<file path="config.mk">
export PLATFORM = sky130hd
export DESIGN_NAME = source_text_tokenizer_unit
export DESIGN_NICKNAME = d
export VERILOG_FILES = /design/src/sv/stt_pkg.sv /design/src/sv/stt_scan_core.sv /design/src/sv/source_text_tokenizer_unit.sv
export SDC_FILE = /design/constraint.sdc
export NUM_CORES = 1
export LEC_CHECK = 0
export CAP_MARGIN = 20
export CORE_ASPECT_RATIO = 0.7
export CORE_MARGIN = 4
export CORE_UTILIZATION = 47
export CTS_CLUSTER_DIAMETER = 150
export CTS_CLUSTER_SIZE = 12
export DETAILED_ROUTE_END_ITERATION = 6
export DONT_BUFFER_PORTS = 1
export GPL_TIMING_DRIVEN = 0
export SYNTH_ARGS = -nofsm -noshare
export SYNTH_HDL_FRONTEND = slang
export SYNTH_HIERARCHICAL = 1
export SYNTH_SLANG_ARGS = --single-unit
</file>
<file path="constraint.sdc">
create_clock -name clock -period 6.4 [get_ports clock]
set_input_delay 0.32 -clock clock [delete_from_list [all_inputs] [get_ports clock]]
set_output_delay 0.32 -clock clock [all_outputs]
set_load 0.01 [all_outputs]
</file>
<file path="src/sv/stt_pkg.sv">
`timescale 1ns / 1ps
// shared types, token codes and keyword hash table for the source text tokenizer
package stt_pkg;

   typedef struct packed {
      logic [7:0] text_byte;
      logic       end_of_source;
   } req_type;

   typedef struct packed {
      logic [5:0]  token_kind;
      logic [15:0] token_start;
      logic [15:0] token_length;
      logic        scan_error;
      logic        last_of_run;
   } rsp_type;

   typedef enum logic [3:0] {
      MODE_IDLE    = 4'd0,
      MODE_WORD    = 4'd1,
      MODE_NUM     = 4'd2,
      MODE_STR     = 4'd3,
      MODE_CHOPEN  = 4'd4,
      MODE_CHBODY  = 4'd5,
      MODE_COMMENT = 4'd6,
      MODE_OPER    = 4'd7,
      MODE_ERROR   = 4'd8
   } mode_type;

   localparam logic [5:0] KIND_AND    = 6'd15;
   localparam logic [5:0] KIND_OR     = 6'd16;
   localparam logic [5:0] KIND_IDENT  = 6'd18;
   localparam logic [5:0] KIND_NUM    = 6'd19;
   localparam logic [5:0] KIND_STR    = 6'd20;
   localparam logic [5:0] KIND_CHAR   = 6'd21;
   localparam logic [5:0] KIND_PLUS   = 6'd22;
   localparam logic [5:0] KIND_MINUS  = 6'd23;
   localparam logic [5:0] KIND_STAR   = 6'd24;
   localparam logic [5:0] KIND_SLASH  = 6'd25;
   localparam logic [5:0] KIND_PCT    = 6'd26;
   localparam logic [5:0] KIND_CARET  = 6'd27;
   localparam logic [5:0] KIND_ASSIGN = 6'd28;
   localparam logic [5:0] KIND_EQ     = 6'd29;
   localparam logic [5:0] KIND_NOT    = 6'd30;
   localparam logic [5:0] KIND_NE     = 6'd31;
   localparam logic [5:0] KIND_GT     = 6'd32;
   localparam logic [5:0] KIND_GE     = 6'd33;
   localparam logic [5:0] KIND_LT     = 6'd34;
   localparam logic [5:0] KIND_LE     = 6'd35;
   localparam logic [5:0] KIND_LBRACE = 6'd36;
   localparam logic [5:0] KIND_RBRACE = 6'd37;
   localparam logic [5:0] KIND_LPAREN = 6'd38;
   localparam logic [5:0] KIND_RPAREN = 6'd39;
   localparam logic [5:0] KIND_LBRACK = 6'd40;
   localparam logic [5:0] KIND_RBRACK = 6'd41;
   localparam logic [5:0] KIND_COMMA  = 6'd42;
   localparam logic [5:0] KIND_END    = 6'd43;
   localparam logic [5:0] KIND_ERR    = 6'd44;

   localparam int          KEYWORD_COUNT = 18;
   localparam logic [63:0] HASH_SEED     = 64'd5381;
   localparam logic [63:0] HASH_REM      = 64'd193504585;

   localparam logic [63:0] KEYWORD_HASH [KEYWORD_COUNT] = '{
      64'd6385087377,   64'd6385115235,   64'd193495088,  64'd210712519067,
      64'd210706808356, 64'd6385593753,   64'd6385058142, 64'd6953552265174,
      64'd5863476,      64'd6385191717,   64'd6385192046, 64'd210732529790,
      64'd6953974653989, 64'd6385737701,  64'd210712121072, 64'd193486360,
      64'd5863686,      64'd193500239
   };

   localparam logic [7:0] CH_SPACE = 8'h20;
   localparam logic [7:0] CH_TAB   = 8'h09;
   localparam logic [7:0] CH_CR    = 8'h0D;
   localparam logic [7:0] CH_LF    = 8'h0A;
   localparam logic [7:0] CH_DQUOTE = 8'h22;
   localparam logic [7:0] CH_SQUOTE = 8'h27;

   function automatic logic is_alpha(input logic [7:0] b);
      return (b >= "a" && b <= "z") || (b >= "A" && b <= "Z");
   endfunction

   function automatic logic is_digit(input logic [7:0] b);
      return b >= "0" && b <= "9";
   endfunction

   function automatic logic is_word(input logic [7:0] b);
      return is_alpha(b) || is_digit(b) || b == "_";
   endfunction

endpackage

</file>
<file path="src/sv/stt_scan_core.sv">
`timescale 1ns / 1ps
// next-state and token logic for one source byte
module stt_scan_core #(
   parameter int POSITION_BITS = 16
) (
   input  stt_pkg::req_type          req_data,
   input  stt_pkg::mode_type         mode_cur,
   input  logic [63:0]               hash_cur,
   input  logic [POSITION_BITS-1:0]  begin_cur,
   input  logic [15:0]               count_cur,
   input  logic [POSITION_BITS-1:0]  pos_cur,
   input  logic [7:0]                pend_cur,
   input  logic                      err_cur,
   output stt_pkg::mode_type         mode_nxt,
   output logic [63:0]               hash_nxt,
   output logic [POSITION_BITS-1:0]  begin_nxt,
   output logic [15:0]               count_nxt,
   output logic [POSITION_BITS-1:0]  pos_nxt,
   output logic [7:0]                pend_nxt,
   output logic                      err_nxt,
   output stt_pkg::rsp_type          res0,
   output stt_pkg::rsp_type          res1,
   output logic [1:0]                res_cnt
);
   import stt_pkg::*;

   localparam int PW = POSITION_BITS;

   rsp_type     res [2];
   logic [1:0]  nres;
   logic        do_start;
   logic [5:0]  kw_kind;
   logic [5:0]  k;
   logic [7:0]  b;

   function automatic logic [15:0] to16(input logic [PW-1:0] v);
      logic [31:0] w;
      w = 32'(v);
      return w[15:0];
   endfunction

   function automatic rsp_type mk(input logic [5:0] kind, input logic [15:0] st,
                                  input logic [15:0] len, input logic e);
      rsp_type r;
      r.token_kind   = kind;
      r.token_start  = st;
      r.token_length = len;
      r.scan_error   = e;
      r.last_of_run  = 1'b0;
      return r;
   endfunction

   // keyword match on the finished word hash, first entry wins
   always_comb begin
      kw_kind = KIND_IDENT;
      for (int i = KEYWORD_COUNT - 1; i >= 0; i--) begin
         if (hash_cur == KEYWORD_HASH[i]) begin
            kw_kind = 6'(i);
         end
      end
   end

   always_comb begin
      b         = req_data.text_byte;
      mode_nxt  = mode_cur;
      hash_nxt  = hash_cur;
      begin_nxt = begin_cur;
      count_nxt = count_cur;
      pos_nxt   = pos_cur;
      pend_nxt  = pend_cur;
      err_nxt   = err_cur;
      res[0]    = '0;
      res[1]    = '0;
      nres      = 2'd0;
      do_start  = 1'b0;
      k         = '0;

      if (req_data.end_of_source || b == 8'd0) begin
         case (mode_cur)
            MODE_WORD: begin
               if (hash_cur != HASH_REM) begin
                  res[nres[0]] = mk(kw_kind, to16(begin_cur), count_cur, 1'b0);
                  nres = nres + 2'd1;
               end
            end
            MODE_NUM: begin
               res[nres[0]] = mk(KIND_NUM, to16(begin_cur), count_cur, 1'b0);
               nres = nres + 2'd1;
            end
            MODE_STR, MODE_CHOPEN, MODE_CHBODY: begin
               err_nxt = 1'b1;
               res[nres[0]] = mk(KIND_ERR, to16(begin_cur), count_cur, 1'b1);
               nres = nres + 2'd1;
            end
            MODE_OPER: begin
               case (pend_cur)
                  "=": k = KIND_ASSIGN;
                  "!": k = KIND_NOT;
                  ">": k = KIND_GT;
                  "<": k = KIND_LT;
                  default: k = KIND_ERR;
               endcase
               if (k == KIND_ERR) begin
                  err_nxt = 1'b1;
                  res[nres[0]] = mk(KIND_ERR, to16(begin_cur), count_cur, 1'b1);
               end else begin
                  res[nres[0]] = mk(k, to16(begin_cur), 16'd1, 1'b0);
               end
               nres = nres + 2'd1;
            end
            default: ;
         endcase
         res[nres[0]] = mk(KIND_END, to16(pos_cur), 16'd0, err_nxt);
         nres = nres + 2'd1;
         // back to reset state for the next source
         mode_nxt  = MODE_IDLE;
         hash_nxt  = HASH_SEED;
         begin_nxt = '0;
         count_nxt = '0;
         pos_nxt   = '0;
         pend_nxt  = '0;
         err_nxt   = 1'b0;
      end else begin
         case (mode_cur)
            MODE_WORD: begin
               if (is_word(b)) begin
                  hash_nxt = (hash_cur << 5) + hash_cur + {56'd0, b};
                  if (count_cur != 16'hFFFF) count_nxt = count_cur + 16'd1;
               end else if (hash_cur == HASH_REM) begin
                  mode_nxt = (b == CH_LF) ? MODE_IDLE : MODE_COMMENT;
               end else begin
                  res[nres[0]] = mk(kw_kind, to16(begin_cur), count_cur, 1'b0);
                  nres = nres + 2'd1;
                  do_start = 1'b1;
               end
            end
            MODE_NUM: begin
               if (is_alpha(b) || is_digit(b) || b == ".") begin
                  if (count_cur != 16'hFFFF) count_nxt = count_cur + 16'd1;
               end else begin
                  res[nres[0]] = mk(KIND_NUM, to16(begin_cur), count_cur, 1'b0);
                  nres = nres + 2'd1;
                  do_start = 1'b1;
               end
            end
            MODE_STR: begin
               if (b == CH_DQUOTE) begin
                  res[nres[0]] = mk(KIND_STR, to16(begin_cur), count_cur, 1'b0);
                  nres = nres + 2'd1;
                  mode_nxt = MODE_IDLE;
               end else if (count_cur != 16'hFFFF) begin
                  count_nxt = count_cur + 16'd1;
               end
            end
            MODE_CHOPEN: mode_nxt = MODE_CHBODY;
            MODE_CHBODY: begin
               if (b == CH_SQUOTE) begin
                  res[nres[0]] = mk(KIND_CHAR, to16(begin_cur), 16'd1, 1'b0);
                  mode_nxt = MODE_IDLE;
               end else begin
                  err_nxt  = 1'b1;
                  res[nres[0]] = mk(KIND_ERR, to16(begin_cur), count_cur, 1'b1);
                  mode_nxt = MODE_ERROR;
               end
               nres = nres + 2'd1;
            end
            MODE_COMMENT: begin
               if (b == CH_LF) mode_nxt = MODE_IDLE;
            end
            MODE_OPER: begin
               if      (b == "=" && pend_cur == "=") k = KIND_EQ;
               else if (b == "=" && pend_cur == "!") k = KIND_NE;
               else if (b == "=" && pend_cur == ">") k = KIND_GE;
               else if (b == "=" && pend_cur == "<") k = KIND_LE;
               else if (b == "&" && pend_cur == "&") k = KIND_AND;
               else if (b == "|" && pend_cur == "|") k = KIND_OR;
               pend_nxt = '0;
               if (k != '0) begin
                  res[nres[0]] = mk(k, to16(begin_cur), 16'd2, 1'b0);
                  mode_nxt = MODE_IDLE;
               end else begin
                  case (pend_cur)
                     "=": k = KIND_ASSIGN;
                     "!": k = KIND_NOT;
                     ">": k = KIND_GT;
                     "<": k = KIND_LT;
                     default: k = KIND_ERR;
                  endcase
                  if (k == KIND_ERR) begin
                     // lone & or |
                     err_nxt  = 1'b1;
                     res[nres[0]] = mk(KIND_ERR, to16(begin_cur), count_cur, 1'b1);
                     mode_nxt = MODE_ERROR;
                  end else begin
                     res[nres[0]] = mk(k, to16(begin_cur), 16'd1, 1'b0);
                     do_start = 1'b1;
                  end
               end
               nres = nres + 2'd1;
            end
            MODE_ERROR: ;
            default: do_start = 1'b1;
         endcase

         if (do_start) begin
            begin_nxt = pos_cur;
            count_nxt = 16'd1;
            mode_nxt  = MODE_IDLE;
            k         = '0;
            if (b == CH_SPACE || b == CH_TAB || b == CH_CR || b == CH_LF) begin
               mode_nxt = MODE_IDLE;
            end else if (is_alpha(b) || b == "_") begin
               hash_nxt = HASH_SEED * 64'd33 + {56'd0, b};
               mode_nxt = MODE_WORD;
            end else if (is_digit(b)) begin
               mode_nxt = MODE_NUM;
            end else if (b == CH_DQUOTE) begin
               begin_nxt = pos_cur + 1'b1;
               count_nxt = 16'd0;
               mode_nxt  = MODE_STR;
            end else if (b == CH_SQUOTE) begin
               begin_nxt = pos_cur + 1'b1;
               mode_nxt  = MODE_CHOPEN;
            end else if (b == "=" || b == "!" || b == ">" || b == "<" ||
                         b == "&" || b == "|") begin
               pend_nxt = b;
               mode_nxt = MODE_OPER;
            end else begin
               case (b)
                  "+": k = KIND_PLUS;
                  "-": k = KIND_MINUS;
                  "*": k = KIND_STAR;
                  "/": k = KIND_SLASH;
                  "%": k = KIND_PCT;
                  "^": k = KIND_CARET;
                  "{": k = KIND_LBRACE;
                  "}": k = KIND_RBRACE;
                  "(": k = KIND_LPAREN;
                  ")": k = KIND_RPAREN;
                  "[": k = KIND_LBRACK;
                  "]": k = KIND_RBRACK;
                  ",": k = KIND_COMMA;
                  default: k = KIND_ERR;
               endcase
               if (k == KIND_ERR) begin
                  err_nxt  = 1'b1;
                  res[nres[0]] = mk(KIND_ERR, to16(pos_cur), 16'd1, 1'b1);
                  mode_nxt = MODE_ERROR;
               end else begin
                  res[nres[0]] = mk(k, to16(pos_cur), 16'd1, 1'b0);
               end
               nres = nres + 2'd1;
            end
         end
         pos_nxt = pos_cur + 1'b1;
      end

      if (nres == 2'd1) res[0].last_of_run = 1'b1;
      if (nres == 2'd2) res[1].last_of_run = 1'b1;
   end

   assign res0    = res[0];
   assign res1    = res[1];
   assign res_cnt = nres;

endmodule

</file>
<file path="src/sv/source_text_tokenizer_unit.sv">
`timescale 1ns / 1ps
// top level of the source text tokenizer: scan state registers and result queue
//
// source bytes come in on the req_ channel, one byte per beat; a beat with
// end_of_source set (or a zero byte) closes the source, flushes any open token
// and produces the end token. tokens leave on the rsp_ channel one per beat,
// last_of_run marking the final token caused by a given input byte.
// each accepted byte is scanned in the cycle it is taken; its tokens (zero,
// one or two) are registered into a four-entry result queue whose head drives
// rsp_. a byte is taken every cycle while the queue has room for two tokens,
// so the input runs at one byte per cycle as long as the receiver takes
// tokens as fast as they are made; the two tokens of one byte leave on
// separate output beats.
// reset clears the scan state to idle at offset zero and empties the queue.
// when the receiver stalls, the queue fills and req_ready drops once fewer
// than two entries are free; nothing is dropped.
module source_text_tokenizer_unit #(
   parameter int POSITION_BITS = 16
) (
   input  logic             clock,
   input  logic             reset,
   input  logic             req_valid,
   output logic             req_ready,
   input  stt_pkg::req_type req_data,
   output logic             rsp_valid,
   input  logic             rsp_ready,
   output stt_pkg::rsp_type rsp_data
);
   import stt_pkg::*;

   localparam int PW = POSITION_BITS;

   mode_type        mode_ff, mode_in;
   logic [63:0]     hash_ff, hash_in;
   logic [PW-1:0]   begin_ff, begin_in;
   logic [15:0]     count_ff, count_in;
   logic [PW-1:0]   pos_ff, pos_in;
   logic [7:0]      pend_ff, pend_in;
   logic            err_ff, err_in;

   rsp_type         res0, res1;
   logic [1:0]      res_cnt;

   rsp_type         q_ff [4];
   logic [1:0]      wr_ff, rd_ff;
   logic [2:0]      q_count_ff;
   logic            push_beat, pop_beat;
   logic [1:0]      push_n;

   stt_scan_core #(.POSITION_BITS(PW)) u_core (
      .req_data  (req_data),
      .mode_cur  (mode_ff),
      .hash_cur  (hash_ff),
      .begin_cur (begin_ff),
      .count_cur (count_ff),
      .pos_cur   (pos_ff),
      .pend_cur  (pend_ff),
      .err_cur   (err_ff),
      .mode_nxt  (mode_in),
      .hash_nxt  (hash_in),
      .begin_nxt (begin_in),
      .count_nxt (count_in),
      .pos_nxt   (pos_in),
      .pend_nxt  (pend_in),
      .err_nxt   (err_in),
      .res0      (res0),
      .res1      (res1),
      .res_cnt   (res_cnt)
   );

   assign req_ready = q_count_ff <= 3'd2;
   assign push_beat = req_valid && req_ready;
   assign push_n    = push_beat ? res_cnt : 2'd0;
   assign rsp_valid = q_count_ff != 3'd0;
   assign pop_beat  = rsp_valid && rsp_ready;
   assign rsp_data  = q_ff[rd_ff];

   always_ff @(posedge clock) begin
      if (reset) begin
         mode_ff  <= MODE_IDLE;
         hash_ff  <= HASH_SEED;
         begin_ff <= '0;
         count_ff <= '0;
         pos_ff   <= '0;
         pend_ff  <= '0;
         err_ff   <= 1'b0;
      end else if (push_beat) begin
         mode_ff  <= mode_in;
         hash_ff  <= hash_in;
         begin_ff <= begin_in;
         count_ff <= count_in;
         pos_ff   <= pos_in;
         pend_ff  <= pend_in;
         err_ff   <= err_in;
      end
   end

   always_ff @(posedge clock) begin
      if (push_n != 2'd0) q_ff[wr_ff] <= res0;
      if (push_n == 2'd2) q_ff[wr_ff + 2'd1] <= res1;
   end

   always_ff @(posedge clock) begin
      if (reset) begin
         wr_ff      <= '0;
         rd_ff      <= '0;
         q_count_ff <= '0;
      end else begin
         wr_ff      <= wr_ff + push_n;
         rd_ff      <= rd_ff + {1'b0, pop_beat};
         q_count_ff <= q_count_ff + {1'b0, push_n} - {2'b0, pop_beat};
      end
   end

   a_queue_bound: assert property (@(posedge clock) disable iff (reset)
      q_count_ff <= 3'd4) else $error("result queue overflow");

   a_eos_resets: assert property (@(posedge clock) disable iff (reset)
      push_beat && req_data.end_of_source |=> pos_ff == '0 && mode_ff == MODE_IDLE && !err_ff)
      else $error("end of source did not restore scan state");

   a_err_sticky: assert property (@(posedge clock) disable iff (reset)
      err_ff && !push_beat |=> err_ff) else $error("error flag dropped while idle");

   a_error_mode_flag: assert property (@(posedge clock) disable iff (reset)
      mode_ff == MODE_ERROR |-> err_ff) else $error("error mode without error flag");

endmodule
</file>
After elaboration in Yosys (flattened, before gate mapping) --
Memories as Yosys holds them, arrays and structs flattened. A register that Yosys moved wholly into a read port is not among the register bits. Cells that the tools add are included. Widths: inputs -> output; s select.
Storage, ports and cells: memories kept 1, output and inout port bits 42, input port bits 13, ROM bits 0, bits in writable memories 160, bits in latches 0, bits in registers 132
Memories:
- q_ff | depth 4, width 40, read ports 1, clocked after memory_dff 1, wr ports 2, RTL line source_text_tokenizer_unit.sv:44 | rsp_type q_ff [4];
Operators by class: reductions and logical operators 41, add/subtract/negate cells 12, divide/modulo/power cells 0, shift operators 0, muxes and demuxes 170, eq/ne operators 76, bitwise logic cells 2, multiply operators 0, order comparisons 11
Operators by type and width (count):
- $mux 80 | 9
- $eq 64x33->1 const B | 7
- $mux 40 | 11
- $mux 64 | 6
- $mux 16 | 17
- $eq 64x28->1 const B | 4
- $eq 64x38->1 const B | 4
- $bwmux 80 | 3
- $mux 6 | 37
- $pmux 40 s5 | 1
- $eq 8x6->1 const B | 22
- $pmux 40 s4 | 1
- $eq 64x23->1 const B | 2
- $eq 64x43->1 const B | 2
- $demux 40 s1 | 2
- $mux 39 | 2
- $pmux 6 s13 | 1
- $mux 8 | 9
- $add 64x64->64 | 1
- $add 64x8->64 | 1
- $eq 8x7->1 const B | 8
- $mux 4 | 16
- $ne 64x28->1 const B | 1
- $pmux 16 s3 | 1
- other kinds (51) | 144

Longest topological paths before layout --
depth in word-level cells 34, mapped depth 23, gate-level depth less buffers 22

By module --
The synthesis kept the hierarchy.
Modules (own cells, without submodules):
- source_text_tokenizer_unit | times used 1, seq. area each 7447.1 um^2, area each 12951.2 um^2, cells each 1015
- stt_scan_core | times used 1, seq. area each 0.0 um^2, area each 9993.3 um^2, cells each 1560

Worst setup path before layout --
Ideal clock, no wire load.
path kind register to register, start reg hash_ff[38], end mem q_ff[1][0] (netlist name), enable pin, period minus slack after synthesis 6.718 ns, library setup time 0.498 ns, path slack -0.318 ns, required time 5.902 ns, stages on the path, launching flop included 13, data arrival time 6.220 ns, buffers on the path 0, cell sequence dfxtp_1 > or4_1 > nor4_1 > nor4b_4 > a31oi_1 > nand3b_1 > and3b_2 > inv_1 > ha_1 > a21oi_1 > a21oi_1 > nand2_1 > a211oi_1
RTL lines:
- start: declaration | RTL line source_text_tokenizer_unit.sv:34 | logic [63:0] hash_ff, hash_in;
- start signal: assignment | RTL line source_text_tokenizer_unit.sv:89 | hash_ff <= hash_in;
- end: declaration | RTL line source_text_tokenizer_unit.sv:44

==> flow_summary_export.csv <==
group,metric,value,unit
clocking,cts_max_path_buffers,3,
synth,postSynthCellCount,2575,
synth,synth_fa_ha_area_share,7.80,%
die,coreArea,0.0480,sq mm
synth,synthMuxAreaShare,12.6,%
drt,wl_per_cell,24.0,um
setup_path,crit_type,"reg2reg",
flow_run,cap_violations,0,
setup_path,r2r-end,"q_ff[1][36]",
die,boundaryPins,55,
clocking,clkLatencyLatePin,590,ps
placed_design,portBuffers,0,
final_layout,layout.nets,2785,
drt,vias_per_cell,6.46,
pwr,p_leak,9.47,nW
timing,fin_tns_setup,0,ps
global_routing,antenna_found_initial,3,
timing,max_freq,0.161,GHz
global_routing,grt_pass1_wl,121,mm
hold_path,hold_path_class,"in2reg",
clocking,h-tree-depth,1,
clocking,postCtsSetupBuffers,0,
synth,async_flop_share,0,%
setup_path,cp_max_fo,10,
synth,synth.distinct_cells,96,
synth,yosys_warnings,6,
synth,synth_top_family_by_area,"simple AND/OR/NAND/NOR gates",
timing,fin_crit_sh,96.8,%
timing,hold_viol_final,0,
die,num_rows,67,
synth,synth_flop_cell,"edfxtp_1",
setup_path,cp_cell_sequence,"or4_1 -> nor4_1 -> nor4b_4 -> a31oi_1 -> nand3b_1 -> and3b_2 -> inv_1 -> ha_1 -> a21oi_1 -> a21oi_2 -> nor2b_1 -> nand4_1 -> clkdlybuf4s15_1 -> mux2_2",
final_layout,area_growth,8.39,%
clocking,cts-resized-gates,0,
setup_path,cp-start-kind,"flip-flop",
synth,mappedNetlistArea,0.0229,sq mm
global_routing,grt_pass1_vias,19597,
setup_path,cp_num_buf_inv,2,
synth,synthSimpleGateAreaFrac,19.9,%
timing,rsz0062_at_grt,"no",
timing,hold_ws,22.6,ps
timing,skew,27.5,ps
final_layout,nFillCells,4560,
clocking,hold_buffers,0,
pwr,power_density,222,mW/mm^2
placed_design,gp_congestion,0.975,
setup_path,arrival,6510,ps
synth,ys_seq_elements,292,
placed_design,place_area,0.0240,sq mm
pwr,peakVddDrop,208,uV
setup_path,crit_slowest_cell,"clkdlybuf4s15_1",
synth,synth_edf_count,160,
synth,synth_xor_area_share,3.63,%
clocking,cts_tree,"built",
hold_path,min_to,"pend_ff[1]",
setup_path,worstPathRequired,6710,ps
drt,num_vias,21342,
global_routing,grt_use_total,29.5,%
setup_path,r2r_setup_slack,210,ps
timing,tightest_slew,1130,ps
final_layout,final_area,0.0249,sq mm
timing,fin_crit,6190,ps
die,floorplan.die_area,0.0525,sq mm
clocking,cts_sinks,292,
drt,postRouteAntennaNets,0,
drt,wl,79.4,mm
setup_path,critical_path.max_stage_delay,720,ps
synth,synth-compound-area-share,19.2,%
clocking,path_clk_slew,80,ps
drt,dr.pass1.iters,6,
final_layout,n_antenna_cell,0,
setup_path,r2r_start,"hash_ff[38]",
global_routing,grt_max_degree,24,
setup_path,r2r_cells,14,
hold_path,hp-start,"req_data[2]",
die,initial_core_util,47.8,%
synth,ys_seq_area_share,32.5,%
timing,slew_headroom,24.4,%
global_routing,overflow,0,
die,die_y,193,um
clocking,root_buffer,"clkbuf_16",
timing,setup_viol,0,
clocking,cts_buffers,28,
drt,drcViolationCount,0,
timing,drv_slew,0,
hold_path,hold_depth,4,
final_layout,final_layout_size_suffix_gt1_share,11.6,%
status,outcome,"finished, final reports clean",
timing,worst_slack,207,ps
placed_design,dp_hpwl,61.3,mm
placed_design,preCtsSetupSlack,254,ps
synth,syn_avg_cell_area,8.91,sq um
drt,drt_iter0_markers,2229,
die,die_w,272,um
setup_path,critical_path.top_delay_family,"simple AND/OR/NAND/NOR gates",
setup_path,endpoint_kind,"flip-flop",
layout by cell type, fill, tap and decap left out, types with 21 or more instances in the layout:
cell	count
a21oi_1	253
nand2_1	218
o21ai_0	197
nand3_1	183
nor2_1	162
clkbuf_1	160
edfxtp_1	160
ha_1	135
dfxtp_1	132
mux2_2	120
xnor2_1	54
a21o_1	51
and2_1	44
xor2_1	41
mux4_2	40
mux2_4	40
nand4_1	39
nor3_1	39
and3_1	37
inv_1	35
a211oi_1	33
clkbuf_16	28
nor2b_1	26
a31oi_1	25
buf_1	24
nand2b_1	23
nor4_1	22
a22o_1	21
synthesized netlist by cell type, drive strengths merged, types with 26 or more instances:
cell type  count  area, sq um
a211oi        36          283
a21o          51          383
a21oi        256         1280
a31oi         26          169
and2          45          282
and3          37          231
buf           56          344
clkbuf       143          537
dfxtp        132         2640
edfxtp       160         4800
ha           135         1690
inv           35          131
mux2         160         1950
mux4          40          901
nand2        219          825
nand3        185          936
nand4         41          287
nor2         162          608
nor2b         26          163
nor3          39          195
o21ai        201         1020
xnor2         54          473
xor2          41          359
worst reg2reg max path, stage by stage, from the launching register on:
cell and delay [ps]:
dfxtp_1 380, or4_1 610, nor4_1 640, nor4b_4 510, a31oi_1 370, nand3b_1 360
and3b_2 330, inv_1 110, ha_1 280, a21oi_1 160, a21oi_2 180, nor2b_1 350
nand4_1 440, clkdlybuf4s15_1 730, mux2_2 490
worst max-delay path by stage:
stage	start	endpoint	slack, ps	cells after the start
6_report	hash_ff[38]	q_ff[1][36]	210	14
5_1_grt	hash_ff[38]	q_ff[1][36]	40	14
4_1_cts	hash_ff[38]	q_ff[3][34]	200	14
3_5_place_dp	hash_ff[38]	q_ff[3][35]	250	14
3_3_place_gp	hash_ff[38]	q_ff[1][34]	-4240	12
2_1_floorplan	hash_ff[38]	q_ff[1][0]	-320	12
layout make-up:
cell class                      count  area [sq um]  area share [%]
Buffer                            199           887            3.57
Timing Repair Buffer               13           191           0.770
Tap cell                          655           820            3.30
Inverter                           35           131           0.528
Clock inverter                      2          38.8           0.156
Multi-Input combinational cell   2063         14600            58.7
Sequential cell                   292          7450            29.9
Clock buffer                       45           764            3.07
through the flow:
| step | util [%] | power [W] | cells |
|---|---|---|---|
| final | 51.8 | 0.00552 | 3304 |
| after global routing | 51.8 | 0.00575 | 3304 |
| after CTS | 51.7 | 0.00552 | 3302 |
| after detailed placement | 50.1 | 0.00395 | 3255 |
| after global placement | 49.6 | 0.00391 | 3244 |
| after floorplan | - | 0.00341 | 2589 |
report_power, final:
part           internal [W]  leakage [nW]  switching, W
clock network      0.000818         0.381      0.000749
registers           0.00214          2.61     0.0000982
logic              0.000590          6.47       0.00112
cell families after synthesis:
| group | after synthesis |
|---|---|
| AO/OA/AOI/OAI | 720 |
| multiplexers | 203 |
| AND/OR/NAND/NOR | 890 |
| other | 1 |
| XOR/XNOR | 95 |
| flip-flops | 292 |
| adder cells (fa/ha/maj) | 140 |
| buffers and inverters | 234 |
layer usage:
layer | routed length [um] | global-route usage, % | vias up | part of all wire (%)
li1 | - | - | 9766 | -
met1 | 38700 | 47.5 | 10478 | 49
met2 | 30500 | 39.2 | 999 | 38
met3 | 9020 | 7.90 | 95 | 11
met4 | 1170 | 4.79 | 4 | 1.5
met5 | 21 | 0 | - | 0.026
sequential cells by signal, indices dropped and copies added (netlist names):
| name | cells |
|---|---|
| q_ff | 160 |
| hash_ff | 64 |
| begin_ff | 16 |
| count_ff | 16 |
| rd_ff | 2 |
| pend_ff | 8 |
| mode_ff | 4 |
| pos_ff | 16 |
| wr_ff | 2 |
| q_count_ff | 3 |
| err_ff | 1 |
No activity file was read; power rests on OpenSTA's default activity.
